### src/rtl/lkv_pkg.sv
// ----------------------------------------------------------------------------
// lkv_pkg
// shared constants and types for the lru key/value cache
// ----------------------------------------------------------------------------
package lkv_pkg;

    // default geometry
    localparam int DEF_ENTRIES    = 8;
    localparam int DEF_KEY_BITS   = 32;
    localparam int DEF_VALUE_BITS = 32;

    // operation codes carried in the request func field
    localparam logic FUNC_GET = 1'b0;
    localparam logic FUNC_PUT = 1'b1;

    // outcome of one lookup in the tag store
    typedef struct packed {
        logic hit;      // key was present
        logic write;    // a put of a new key fills the chosen slot
        logic evicted;  // the least recent slot was displaced
    } t_tag_res;

endpackage

### src/rtl/lkv_if.sv
// ----------------------------------------------------------------------------
// lkv_req_if / lkv_rsp_if
// valid/ready channels for cache requests and responses
// ----------------------------------------------------------------------------
interface lkv_req_if #(
    parameter int KEY_BITS   = 32,
    parameter int VALUE_BITS = 32
);
    logic                  valid;
    logic                  ready;
    logic                  func;
    logic [KEY_BITS-1:0]   lookup_key;
    logic [VALUE_BITS-1:0] new_value;

    modport source (output valid, output func, output lookup_key, output new_value,
                    input ready);
    modport sink   (input valid, input func, input lookup_key, input new_value,
                    output ready);
endinterface

interface lkv_rsp_if #(
    parameter int VALUE_BITS = 32
);
    logic                  valid;
    logic                  ready;
    logic                  hit;
    logic [VALUE_BITS-1:0] read_value;
    logic                  evicted;

    modport source (output valid, output hit, output read_value, output evicted,
                    input ready);
    modport sink   (input valid, input hit, input read_value, input evicted,
                    output ready);
endinterface

### src/rtl/lkv_tags.sv
// ----------------------------------------------------------------------------
// lkv_tags
// key store, recency ranks, parallel match and lru replacement choice
// ----------------------------------------------------------------------------
module lkv_tags #(
    parameter int ENTRIES  = lkv_pkg::DEF_ENTRIES,
    parameter int KEY_BITS = lkv_pkg::DEF_KEY_BITS,
    parameter int SLOT_BITS = $clog2(ENTRIES)
) (
    input  logic                 i_clk,
    input  logic                 i_rst_n,
    input  logic                 i_step,
    input  logic                 i_func,
    input  logic [KEY_BITS-1:0]  i_key,
    output lkv_pkg::t_tag_res    o_res,
    output logic [SLOT_BITS-1:0] o_slot
);
    import lkv_pkg::*;

    localparam logic [SLOT_BITS-1:0] TOP_RANK = SLOT_BITS'(ENTRIES - 1);

    logic [KEY_BITS-1:0]  r_key  [ENTRIES];
    logic [SLOT_BITS-1:0] r_rank [ENTRIES];

    logic [ENTRIES-1:0]   match;
    logic [ENTRIES-1:0]   free;
    logic [SLOT_BITS-1:0] hit_idx;
    logic [SLOT_BITS-1:0] free_idx;
    logic [SLOT_BITS-1:0] lru_idx;
    logic [SLOT_BITS-1:0] target;
    logic [SLOT_BITS-1:0] target_rank;
    logic                 key_nz;
    logic                 hit;
    logic                 any_free;
    logic                 put_miss;
    logic                 promote;

    // per-slot compares
    always_comb begin
        for (int i = 0; i < ENTRIES; i++) begin
            match[i] = (r_key[i] == i_key);
            free[i]  = (r_key[i] == '0);
        end
    end

    // lowest matching slot, lowest free slot, slot holding rank zero
    always_comb begin
        hit_idx  = '0;
        free_idx = '0;
        lru_idx  = '0;
        for (int i = ENTRIES - 1; i >= 0; i--) begin
            if (match[i]) begin
                hit_idx = SLOT_BITS'(i);
            end
            if (free[i]) begin
                free_idx = SLOT_BITS'(i);
            end
            if (r_rank[i] == '0) begin
                lru_idx = SLOT_BITS'(i);
            end
        end
    end

    // decision for this access
    always_comb begin
        key_nz      = (i_key != '0);
        hit         = key_nz && (|match);
        any_free    = |free;
        put_miss    = key_nz && (i_func == FUNC_PUT) && !hit;
        promote     = hit || put_miss;
        target      = hit ? hit_idx : (any_free ? free_idx : lru_idx);
        target_rank = r_rank[target];

        o_res.hit     = hit;
        o_res.write   = put_miss;
        o_res.evicted = put_miss && !any_free;
        o_slot        = target;
    end

    // key and rank update
    always_ff @(posedge i_clk) begin
        if (!i_rst_n) begin
            for (int i = 0; i < ENTRIES; i++) begin
                r_key[i]  <= '0;
                r_rank[i] <= SLOT_BITS'(i);
            end
        end else if (i_step) begin
            for (int i = 0; i < ENTRIES; i++) begin
                if (put_miss && (SLOT_BITS'(i) == target)) begin
                    r_key[i] <= i_key;
                end
                if (promote) begin
                    if (SLOT_BITS'(i) == target) begin
                        r_rank[i] <= TOP_RANK;
                    end else if (r_rank[i] > target_rank) begin
                        r_rank[i] <= r_rank[i] - 1'b1;
                    end
                end
            end
        end
    end

endmodule

### src/rtl/lru_key_value_cache.sv
// ----------------------------------------------------------------------------
// lru_key_value_cache
// fully associative key/value cache with least-recently-used replacement
// ----------------------------------------------------------------------------
// One request beat is taken per clock while the response side is not stalled
// and is answered by exactly one response beat, in order. A request is
// captured in an input register; from there the key is compared against all
// ENTRIES slots in parallel, the recency ranks and the key store are updated,
// the value memory is read and written at the chosen slot, and the outcome
// lands in the response register. Both stages move together, so back-pressure
// on the response side stalls the request side only once both registers are
// full. A get of key 0 misses, a put of key 0 is ignored, a put of a present
// key keeps its stored value, and a put of a new key fills the lowest empty
// slot or evicts the least recent one.
// ----------------------------------------------------------------------------
module lru_key_value_cache #(
    parameter int ENTRIES    = lkv_pkg::DEF_ENTRIES,
    parameter int KEY_BITS   = lkv_pkg::DEF_KEY_BITS,
    parameter int VALUE_BITS = lkv_pkg::DEF_VALUE_BITS
) (
    input  logic     i_clk,
    input  logic     i_rst_n,
    lkv_req_if.sink  i_req,
    lkv_rsp_if.source o_rsp
);
    import lkv_pkg::*;

    localparam int SLOT_BITS = $clog2(ENTRIES);

    // input stage
    logic                  r_in_valid;
    logic                  r_func;
    logic [KEY_BITS-1:0]   r_key;
    logic [VALUE_BITS-1:0] r_val;

    // response stage
    logic                  r_out_valid;
    logic                  r_hit;
    logic                  r_get_hit;
    logic                  r_evicted;
    logic [VALUE_BITS-1:0] r_rd;

    logic [VALUE_BITS-1:0] r_mem [ENTRIES];

    t_tag_res              tag_res;
    logic [SLOT_BITS-1:0]  slot;
    logic                  out_free;
    logic                  step;

    // stage handshakes
    assign out_free    = !r_out_valid || o_rsp.ready;
    assign step        = r_in_valid && out_free;
    assign i_req.ready = !r_in_valid || out_free;

    // request capture
    always_ff @(posedge i_clk) begin
        if (!i_rst_n) begin
            r_in_valid <= 1'b0;
        end else if (i_req.ready) begin
            r_in_valid <= i_req.valid;
        end
    end

    always_ff @(posedge i_clk) begin
        if (i_req.valid && i_req.ready) begin
            r_func <= i_req.func;
            r_key  <= i_req.lookup_key;
            r_val  <= i_req.new_value;
        end
    end

    // key store and replacement
    lkv_tags #(
        .ENTRIES   (ENTRIES),
        .KEY_BITS  (KEY_BITS),
        .SLOT_BITS (SLOT_BITS)
    ) u_tags (
        .i_clk   (i_clk),
        .i_rst_n (i_rst_n),
        .i_step  (step),
        .i_func  (r_func),
        .i_key   (r_key),
        .o_res   (tag_res),
        .o_slot  (slot)
    );

    // value memory, one port, registered read
    always_ff @(posedge i_clk) begin
        if (step) begin
            if (tag_res.write) begin
                r_mem[slot] <= r_val;
            end
            r_rd <= r_mem[slot];
        end
    end

    // response register
    always_ff @(posedge i_clk) begin
        if (!i_rst_n) begin
            r_out_valid <= 1'b0;
        end else if (out_free) begin
            r_out_valid <= r_in_valid;
        end
    end

    always_ff @(posedge i_clk) begin
        if (step) begin
            r_hit     <= tag_res.hit;
            r_get_hit <= tag_res.hit && (r_func == FUNC_GET);
            r_evicted <= tag_res.evicted;
        end
    end

    assign o_rsp.valid      = r_out_valid;
    assign o_rsp.hit        = r_hit;
    assign o_rsp.read_value = r_get_hit ? r_rd : '0;
    assign o_rsp.evicted    = r_evicted;

endmodule

### src/flat_wrapper.sv
// flat-port wrapper written by rule: the top's interface ports become plain ports
module lru_key_value_cache_flat import lkv_pkg::*;
#(
    parameter int ENTRIES    = lkv_pkg::DEF_ENTRIES,
    parameter int KEY_BITS   = lkv_pkg::DEF_KEY_BITS,
    parameter int VALUE_BITS = lkv_pkg::DEF_VALUE_BITS
)
  (i_clk, i_rst_n, i_req_valid, i_req_func, i_req_lookup_key, i_req_new_value, i_req_ready, o_rsp_valid, o_rsp_hit, o_rsp_read_value, o_rsp_evicted, o_rsp_ready);
  lkv_req_if #(.KEY_BITS(KEY_BITS), .VALUE_BITS(VALUE_BITS)) i_req_i ();
  lkv_rsp_if #(.VALUE_BITS(VALUE_BITS)) o_rsp_i ();
  input  logic i_clk;
  input  logic i_rst_n;
  input wire logic [$bits(i_req_i.valid)-1:0] i_req_valid;
  input wire logic [$bits(i_req_i.func)-1:0] i_req_func;
  input wire logic [$bits(i_req_i.lookup_key)-1:0] i_req_lookup_key;
  input wire logic [$bits(i_req_i.new_value)-1:0] i_req_new_value;
  output wire logic [$bits(i_req_i.ready)-1:0] i_req_ready;
  output wire logic [$bits(o_rsp_i.valid)-1:0] o_rsp_valid;
  output wire logic [$bits(o_rsp_i.hit)-1:0] o_rsp_hit;
  output wire logic [$bits(o_rsp_i.read_value)-1:0] o_rsp_read_value;
  output wire logic [$bits(o_rsp_i.evicted)-1:0] o_rsp_evicted;
  input wire logic [$bits(o_rsp_i.ready)-1:0] o_rsp_ready;
  assign i_req_i.valid = i_req_valid;
  assign i_req_i.func = i_req_func;
  assign i_req_i.lookup_key = i_req_lookup_key;
  assign i_req_i.new_value = i_req_new_value;
  assign i_req_ready = i_req_i.ready;
  assign o_rsp_valid = o_rsp_i.valid;
  assign o_rsp_hit = o_rsp_i.hit;
  assign o_rsp_read_value = o_rsp_i.read_value;
  assign o_rsp_evicted = o_rsp_i.evicted;
  assign o_rsp_i.ready = o_rsp_ready;
  lru_key_value_cache #(.ENTRIES(ENTRIES), .KEY_BITS(KEY_BITS), .VALUE_BITS(VALUE_BITS)) u_core (.i_clk(i_clk), .i_rst_n(i_rst_n), .i_req(i_req_i), .o_rsp(o_rsp_i));
endmodule
### config.mk
export PLATFORM = sky130hd
export DESIGN_NAME = lru_key_value_cache_flat
export DESIGN_NICKNAME = d
export VERILOG_FILES = /design/src/rtl/lkv_pkg.sv /design/src/rtl/lkv_if.sv /design/src/rtl/lkv_tags.sv /design/src/rtl/lru_key_value_cache.sv /design/src/flat_wrapper.sv
export SDC_FILE = /design/constraint.sdc
export NUM_CORES = 1
export LEC_CHECK = 0
export BUFFER_PORTS_ARGS = -buffer_cell sky130_fd_sc_hd__buf_4
export CORE_UTILIZATION = 55
export CTS_BUF_LIST = sky130_fd_sc_hd__clkbuf_2 sky130_fd_sc_hd__clkbuf_4 sky130_fd_sc_hd__clkbuf_8
export DETAILED_ROUTE_END_ITERATION = 12
export HOLD_SLACK_MARGIN = 0.15
export PLACE_DENSITY = 0.7
export REMOVE_ABC_BUFFERS = 1
export SLEW_MARGIN = 40
export SYNTH_ARGS = -nofsm -noshare
export SYNTH_HDL_FRONTEND = slang
export SYNTH_HIERARCHICAL = 1
export SYNTH_SLANG_ARGS = --single-unit
### constraint.sdc
create_clock -name i_clk -period 9.4 [get_ports i_clk]
set_input_delay 0.47 -clock i_clk [delete_from_list [all_inputs] [get_ports i_clk]]
set_output_delay 0.47 -clock i_clk [all_outputs]
set_load 0.005 [all_outputs]
==> results of run 1 <==
## state kept, by name (all words and copies together) (netlist names)
name                  cells
u_core/o_rsp.evicted      1
u_core/o_rsp.hit          1
u_core/o_rsp.valid        1
u_core/r_func             1
u_core/r_get_hit          1
u_core/r_in_valid         1
u_core/r_key             32
u_core/r_mem            256
u_core/r_rd              32
u_core/r_val             32
u_core/u_tags/r_key     256
u_core/u_tags/r_rank     24
## area by class of cell
class	count	area share
clock inverter	50	0.0121
timing repair buffer	204	0.0529
sequential	638	0.590
inverter	60	0.00698
multi-input combinational	1100	0.261
tap	672	0.0259
clock buffer	133	0.0512
## logic make-up after synthesis
kind of cell,synth area share
xor+xnor,0.0817
flops,0.676
buf+inv,0.0267
mux,0.0735
simple gates,0.105
fa+ha+maj,0.0141
compound gates,0.0226
## per-layer routing
layer / wire length [um] / part of all wire / vias up / global-route usage
met5: 0 / 0 / - / 0
met4: 2330 / 0.031 / 0 / 0.104
met3: 8200 / 0.11 / 169 / 0.0851
met2: 34500 / 0.46 / 1035 / 0.448
met1: 29700 / 0.40 / 8744 / 0.389
li1: - / - / 7559 / -
## power breakdown
group	switching (mW)	internal, mW	leakage, nW
combinational	0.233	0.179	3.80
clock	1.10	1.30	1.09
sequential	0.116	3.23	6.13
## through the flow
step,hold slack (ns),util,cell area [um2]
final,0.384,0.643,32500
after floorplan,0.477,-,27800
after detailed placement,0.518,0.589,29700
after CTS,0.320,0.643,32500
after global placement,0.502,0.589,29700
after global routing,0.349,0.643,32500
## worst paths after layout
check / slack, ns / cells past startpoint / startpoint / end
worst max-delay path: 3.09 / 18 / u_core/r_key[16]$_DFFE_PP_ / u_core/u_tags/r_rank[3][1]$_SDFFCE_PN1P_
worst min-delay path: 0.38 / 2 / i_rst_n / u_core/o_rsp.valid$_SDFFE_PN0P_
worst max register to register: 3.09 / 18 / u_core/r_key[16]$_DFFE_PP_ / u_core/u_tags/r_rank[3][1]$_SDFFCE_PN1P_
worst min register to register: 0.54 / 1 / u_core/r_in_valid$_SDFFE_PN0P_ / u_core/o_rsp.valid$_SDFFE_PN0P_
## what timing repair did
action / 4_1_cts / 5_1_grt
gates resized for setup: 0 / 0
endpoints found under the setup margin: 0 / 0
endpoints found under the hold margin: 67 / 0
hold buffers: 68 / 0
## worst max-delay path, cell delays in order (launching register included)
cell	delay [ns]
edfxtp_1	0.75
xnor2_1	0.59
nand4_1	0.16
nor4_1	0.63
nand2_1	0.22
nand4_1	0.26
o211ai_1	0.18
o22ai_4	0.12
buf_6	0.50
a211oi_1	0.08
a21oi_1	0.15
nor2_1	0.05
a21oi_1	0.61
ha_1	0.38
nand3_1	0.11
nor2_1	0.06
mux2i_1	0.15
o311ai_0	0.24
o311ai_0	0.67
## placed cells by master, fill, tap and decap left out, types with 5 or more instances in the layout
cell           count
dlygate4sd3_1     68
nor2b_1            8
clkbuf_8         106
clkinv_2          18
nor2_4             6
nor4_1            89
edfxtp_1         636
bufinv_16          5
a31oi_1            8
buf_4            132
o31ai_1            8
nor2_1           233
mux2_2            18
or3_1              5
o21ai_0           10
xor2_1            25
inv_1             58
clkinv_1          22
ha_1              32
mux4_2            62
a21oi_1           12
nand2b_1           8
and2_1            35
mux2_4            20
xnor2_1          239
mux2i_1           12
nand4_1           89
nand3_1           15
clkbuf_4          27
nand2_1           79
==> impl_metrics.json, run 1 <==
{
  "drc": 0,
  "die_w_um": 229,
  "power_leakage_nw": 11.0,
  "grt_pass1_vias": 17700,
  "synth_most_common_cell": "edfxtp_1",
  "crit_fanout": 53,
  "vias": 17500,
  "dieArea_um2": 52400,
  "post_cts.repair.setup_buffers": 0,
  "yosysWarnings": 6,
  "multi_input_area_um2": 8490,
  "cts_num_sinks": 638,
  "core_area_um2": 50500,
  "routed_wl_um": 74700,
  "dpl_worst_slack_ns": 3.09,
  "dp_hpwl_um": 48300,
  "dr.pass1.iters": 6,
  "drv_slew": 0,
  "cp-start-kind": "register",
  "synth_seq_cells": 638,
  "yosysTopAreaCellShare": 0.675,
  "clock_latency_ns": 0.72,
  "synth_edf_count": 636,
  "nNetsFinal": 2207,
  "post-route-period-util": 0.672,
  "cts_tree": "yes",
  "p_per_area_nw_per_um2": 190,
  "syn_area_um2": 28300,
  "start_util": 0.561,
  "ir_drop_mv": 0.158,
  "dp_cells": 2606,
  "syn_area_per_cell_um2": 15.0,
  "async_flop_share": 0,
  "synth_commonest_cells": "636 x edfxtp_1, 239 x nor2_1, 239 x xnor2_1, 89 x nand4_1, 89 x nor4_1",
  "num_antenna_cells": 0,
  "synth-seq-area-share": 0.676,
  "final.min_clock_period_ns": 6.31,
  "fin_skew_ns": 0.0535,
  "grt_pass1_wl_um": 111000,
  "htree_levels": 3,
  "fmax_mhz": 158,
  "clk_pin_slew_ns": 0.06,
  "synth_cell_type_count": 67,
  "synth_top_flop_cell": "edfxtp_1",
  "grt_max_degree": 63,
  "gp_congestion": 1.03,
  "status": "completed",
  "regArea_um2": 19100,
  "rows": 82,
  "timing_worst_setup_path_type": "register to register",
  "synth_top_cell_by_area": "edfxtp_1",
  "cts_root_buffer": "clkbuf_8",
  "hold_viol": 0,
  "detail-route-antenna-nets": 0,
  "crit_path_end_kind": "register",
  "drive_gt1_frac": 0.194,
  "antenna_found_initial": 0,
  "grt-ovfl-total": 0,
  "yosys-top-cells-area": "edfxtp_1 67%, xnor2_1 7.4%, mux4_2 4.9%",
  "fin_cells": 2857,
  "via_per_inst": 6.13,
  "post_drt_wl_per_cell_um": 26.1,
  "setup_slack_ns": 3.09,
  "drt_iter0_markers": 2301,
  "ioPinCount": 105,
  "num-fill-cells": 3642,
  "required_ns": 9.75,
  "tns_ns": 0,
  "finalPower_mw": 6.15,
  "numCtsBuffers": 102,
  "syn_inst": 1890,
  "maxCapViolCount": 0,
  "cp.arrival_ns": 6.66,
  "hold_path_class": "primary input to register",
  "numPortBuffers": 104,
  "clock_path_buffers": 3,
  "fp.dieH_um": 229,
  "rsz0062_at_grt": "false",
  "worst_pin_slew_ns": 0.857,
  "maxSlewHeadroom": 0.429,
  "setup_violations": 0,
  "grt_usage": 0.289,
  "syn_to_final_growth_pct": 14.7
}
Power figures use the tool's default switching activity.
==> inputs of run 2 (changes only) <==
--- a/config.mk
+++ b/config.mk
@@ -5,12 +5,13 @@
 export SDC_FILE = /design/constraint.sdc
 export NUM_CORES = 1
 export LEC_CHECK = 0
+export ABC_AREA = 1
 export BUFFER_PORTS_ARGS = -buffer_cell sky130_fd_sc_hd__buf_4
 export CORE_UTILIZATION = 55
 export CTS_BUF_LIST = sky130_fd_sc_hd__clkbuf_2 sky130_fd_sc_hd__clkbuf_4 sky130_fd_sc_hd__clkbuf_8
 export DETAILED_ROUTE_END_ITERATION = 12
 export HOLD_SLACK_MARGIN = 0.15
-export PLACE_DENSITY = 0.7
+export PLACE_DENSITY = 0.73
 export REMOVE_ABC_BUFFERS = 1
 export SLEW_MARGIN = 40
 export SYNTH_ARGS = -nofsm -noshare
==> constraint.sdc (replaced) <==
create_clock -name i_clk -period 5.5 [get_ports i_clk]
set_input_delay 0.275 -clock i_clk [delete_from_list [all_inputs] [get_ports i_clk]]
set_output_delay 0.275 -clock i_clk [all_outputs]
set_load 0.005 [all_outputs]
==> run 2 against run 1 <==
Compared with the run above: synthesized cell count grew 69%; first-iteration DRC count decreased by 8.6%; combinational power increased by 76%; sequential power is 69% higher; critical endpoint is now u_core/u_tags/r_rank[1][2]$_SDFFCE_PN0P_; largest cell class unchanged.
==> impl_metrics.json, run 2 <==
{
  "cts_num_sinks": 638,
  "p_switching_mw": 2.51,
  "final_util": 0.634,
  "routed_wl_um": 80700,
  "clock_path_buffers": 3,
  "clk_pin_slew_ns": 0.07,
  "grt_max_degree": 97,
  "pwr-share-seq": 0.541,
  "power_leakage_nw": 14.9,
  "synth_top_flop_cell": "edfxtp_1",
  "async_flop_share": 0,
  "power_switching_share": 0.240,
  "dp_hpwl_um": 52200,
  "final.min_clock_period_ns": 4.87,
  "layout_common_cells": "1238 x nand2_1, 636 x edfxtp_1, 371 x nor2_1",
  "drive_gt1_frac": 0.117,
  "worst_pin_slew_ns": 0.864,
  "timing_worst_setup_path_type": "register to register",
  "dieArea_um2": 56700,
  "synth_most_common_cell": "nand2_1",
  "post-route-period-util": 0.886,
  "ir_drop_mv": 0.231,
  "maxCapViolCount": 0,
  "dr.pass1.iters": 6,
  "rsz0062_at_grt": "false",
  "yosysTopAreaCellShare": 0.623,
  "final_common_cell": "nand2_1",
  "placed_area_um2": 32200,
  "status": "completed",
  "syn_area_um2": 30700,
  "fin_area_um2": 35000,
  "numPortBuffers": 104,
  "fmax_mhz": 205,
  "yosys-top-cells-area": "edfxtp_1 62%, nand2_1 15%, nor2_1 4.7%",
  "syn_to_final_growth_pct": 14.0,
  "regArea_um2": 19100,
  "largestRegisters": "u_core/r_mem x256, u_core/u_tags/r_key x256",
  "via_per_inst": 5.39,
  "hold_viol": 0,
  "htree_levels": 3,
  "vias": 22800,
  "hold_path_class": "primary input to register",
  "syn_inst": 3189,
  "use_met3": 0.0511,
  "clock_latency_ns": 0.74,
  "fin_cells": 4230,
  "yosysWarnings": 6,
  "required_ns": 5.89,
  "grt_usage": 0.286,
  "cp.arrival_ns": 5.26,
  "synth_cell_type_count": 48,
  "nNetsFinal": 3504,
  "grt_pass1_wl_um": 123000,
  "dp_cells": 3977,
  "top_usage_layer": "met2",
  "use_met1": 0.345,
  "drv_slew": 0,
  "synth_top_cell_by_area": "edfxtp_1",
  "crit_path_end_kind": "register",
  "numCtsBuffers": 103,
  "ioPinCount": 105,
  "grt_pass1_vias": 22600,
  "syn_area_per_cell_um2": 9.62,
  "drt_iter0_markers": 2104,
  "rows": 86,
  "intPower_mw": 7.93,
  "post_cts.repair.setup_buffers": 0,
  "fp.dieH_um": 238,
  "cts_tree": "yes",
  "p_clk_frac": 0.389,
  "die_w_um": 238,
  "drc": 0,
  "maxSlewHeadroom": 0.423,
  "start_util": 0.557,
  "cts_root_buffer": "clkbuf_8",
  "core_area_um2": 55100,
  "gp_congestion": 0.964,
  "cp-start-kind": "register",
  "post_drt_wl_per_cell_um": 19.1,
  "grt-ovfl-total": 0,
  "synth_seq_cells": 638,
  "power_frac_comb": 0.070,
  "synth_edf_count": 636,
  "p_per_area_nw_per_um2": 298,
  "synth_commonest_cells": "1238 x nand2_1, 636 x edfxtp_1, 380 x nor2_1, 320 x inv_1, 97 x nand4_1",
  "antenna_found_initial": 1,
  "met2_usage": 0.497,
  "setup_violations": 0,
  "crit_fanout": 11,
  "num-fill-cells": 4385,
  "fin_skew_ns": 0.0547,
  "detail-route-antenna-nets": 0,
  "multi_input_area_um2": 9630,
  "synth-seq-area-share": 0.624
}
run 2: per-layer routing:
metal	part of all wire	wire [um]	up-vias
li1	-	-	10800
met1	0.38	30700	10700
met2	0.50	40100	1054
met3	0.079	6350	233
met4	0.044	3520	0
met5	0	0	-
run 2: cells by family after synthesis:
family,Yosys count,synth area share
simple gates,1907,0.257
xor+xnor,100,0.0286
compound gates,57,0.0117
buf+inv,455,0.0657
flops,638,0.624
fa+ha+maj,32,0.0131
run 2: worst paths after layout:
check / slack [ns] / to / cells past startpoint / start
setup / recovery: 0.63 / u_core/u_tags/r_rank[1][2]$_SDFFCE_PN0P_ / 27 / u_core/r_key[13]$_DFFE_PP_
hold / removal: 0.26 / u_core/r_val[19]$_DFFE_PP_ / 2 / i_req_new_value[19]
setup reg to reg: 0.63 / u_core/u_tags/r_rank[1][2]$_SDFFCE_PN0P_ / 27 / u_core/r_key[13]$_DFFE_PP_
hold reg to reg: 0.54 / u_core/o_rsp.valid$_SDFFE_PN0P_ / 2 / u_core/r_in_valid$_SDFFE_PN0P_
run 2: through the flow:
step / TNS, ns / hold WS [ns] / setup slack [ns] / power (mW)
CTS: 0 / 0.201 / 0.693 / 10.5
global placement: 0 / 0.453 / 0.835 / 6.39
floorplan: -11.23 / 0.374 / -0.208 / 6.11
detailed placement: 0 / 0.454 / 0.728 / 6.42
finish: 0 / 0.258 / 0.627 / 10.4
global route: 0 / 0.222 / 0.206 / 10.8
run 2: what timing repair did:
item | CTS | global route
hold endpoints to repair | 76 | 0
resized for setup | 0 | 0
hold buffers | 69 | 0
run 2: power by group through the flow:
stage | logic (mW) | clock network [mW] | registers [mW]
after floorplan | 0.400 | 0 | 5.71
after detailed placement | 0.675 | 0 | 5.74
after global placement | 0.657 | 0 | 5.73
after CTS | 0.719 | 4.15 | 5.64
after global routing | 0.793 | 4.35 | 5.66
final | 0.725 | 4.06 | 5.64
run 2: cell type report:
cell class                      count  share of cell area
Inverter                          341              0.0372
Clock inverter                     43             0.00916
Antenna cell                        1           0.0000716
Tap cell                          748              0.0268
Clock buffer                      140              0.0487
Timing Repair Buffer              223              0.0552
Sequential cell                   638               0.547
Multi-Input combinational cell   2096               0.275
run 2: critical path, stage by stage (launching register included):
cell and delay [ns]:
edfxtp_1 0.63, inv_1 0.24, nand2_1 0.10, nand2_1 0.05, nor2_1 0.16, nand2_1 0.08, nor2_1 0.34, nand2_1 0.15
o21ai_2 0.16, nor2_1 0.10, nand2_4 0.12, nand2_8 0.09, clkinv_4 0.08, nand2_1 0.05, nand2_1 0.19, nor2_1 0.11
inv_1 0.14, o21ai_0 0.11, a21oi_1 0.12, o21ai_0 0.09, o22ai_1 0.44, buf_4 0.25, ha_1 0.23, nand3_1 0.08
nor2_1 0.05, nor2_2 0.14, nand2_1 0.09, nand3_1 0.14
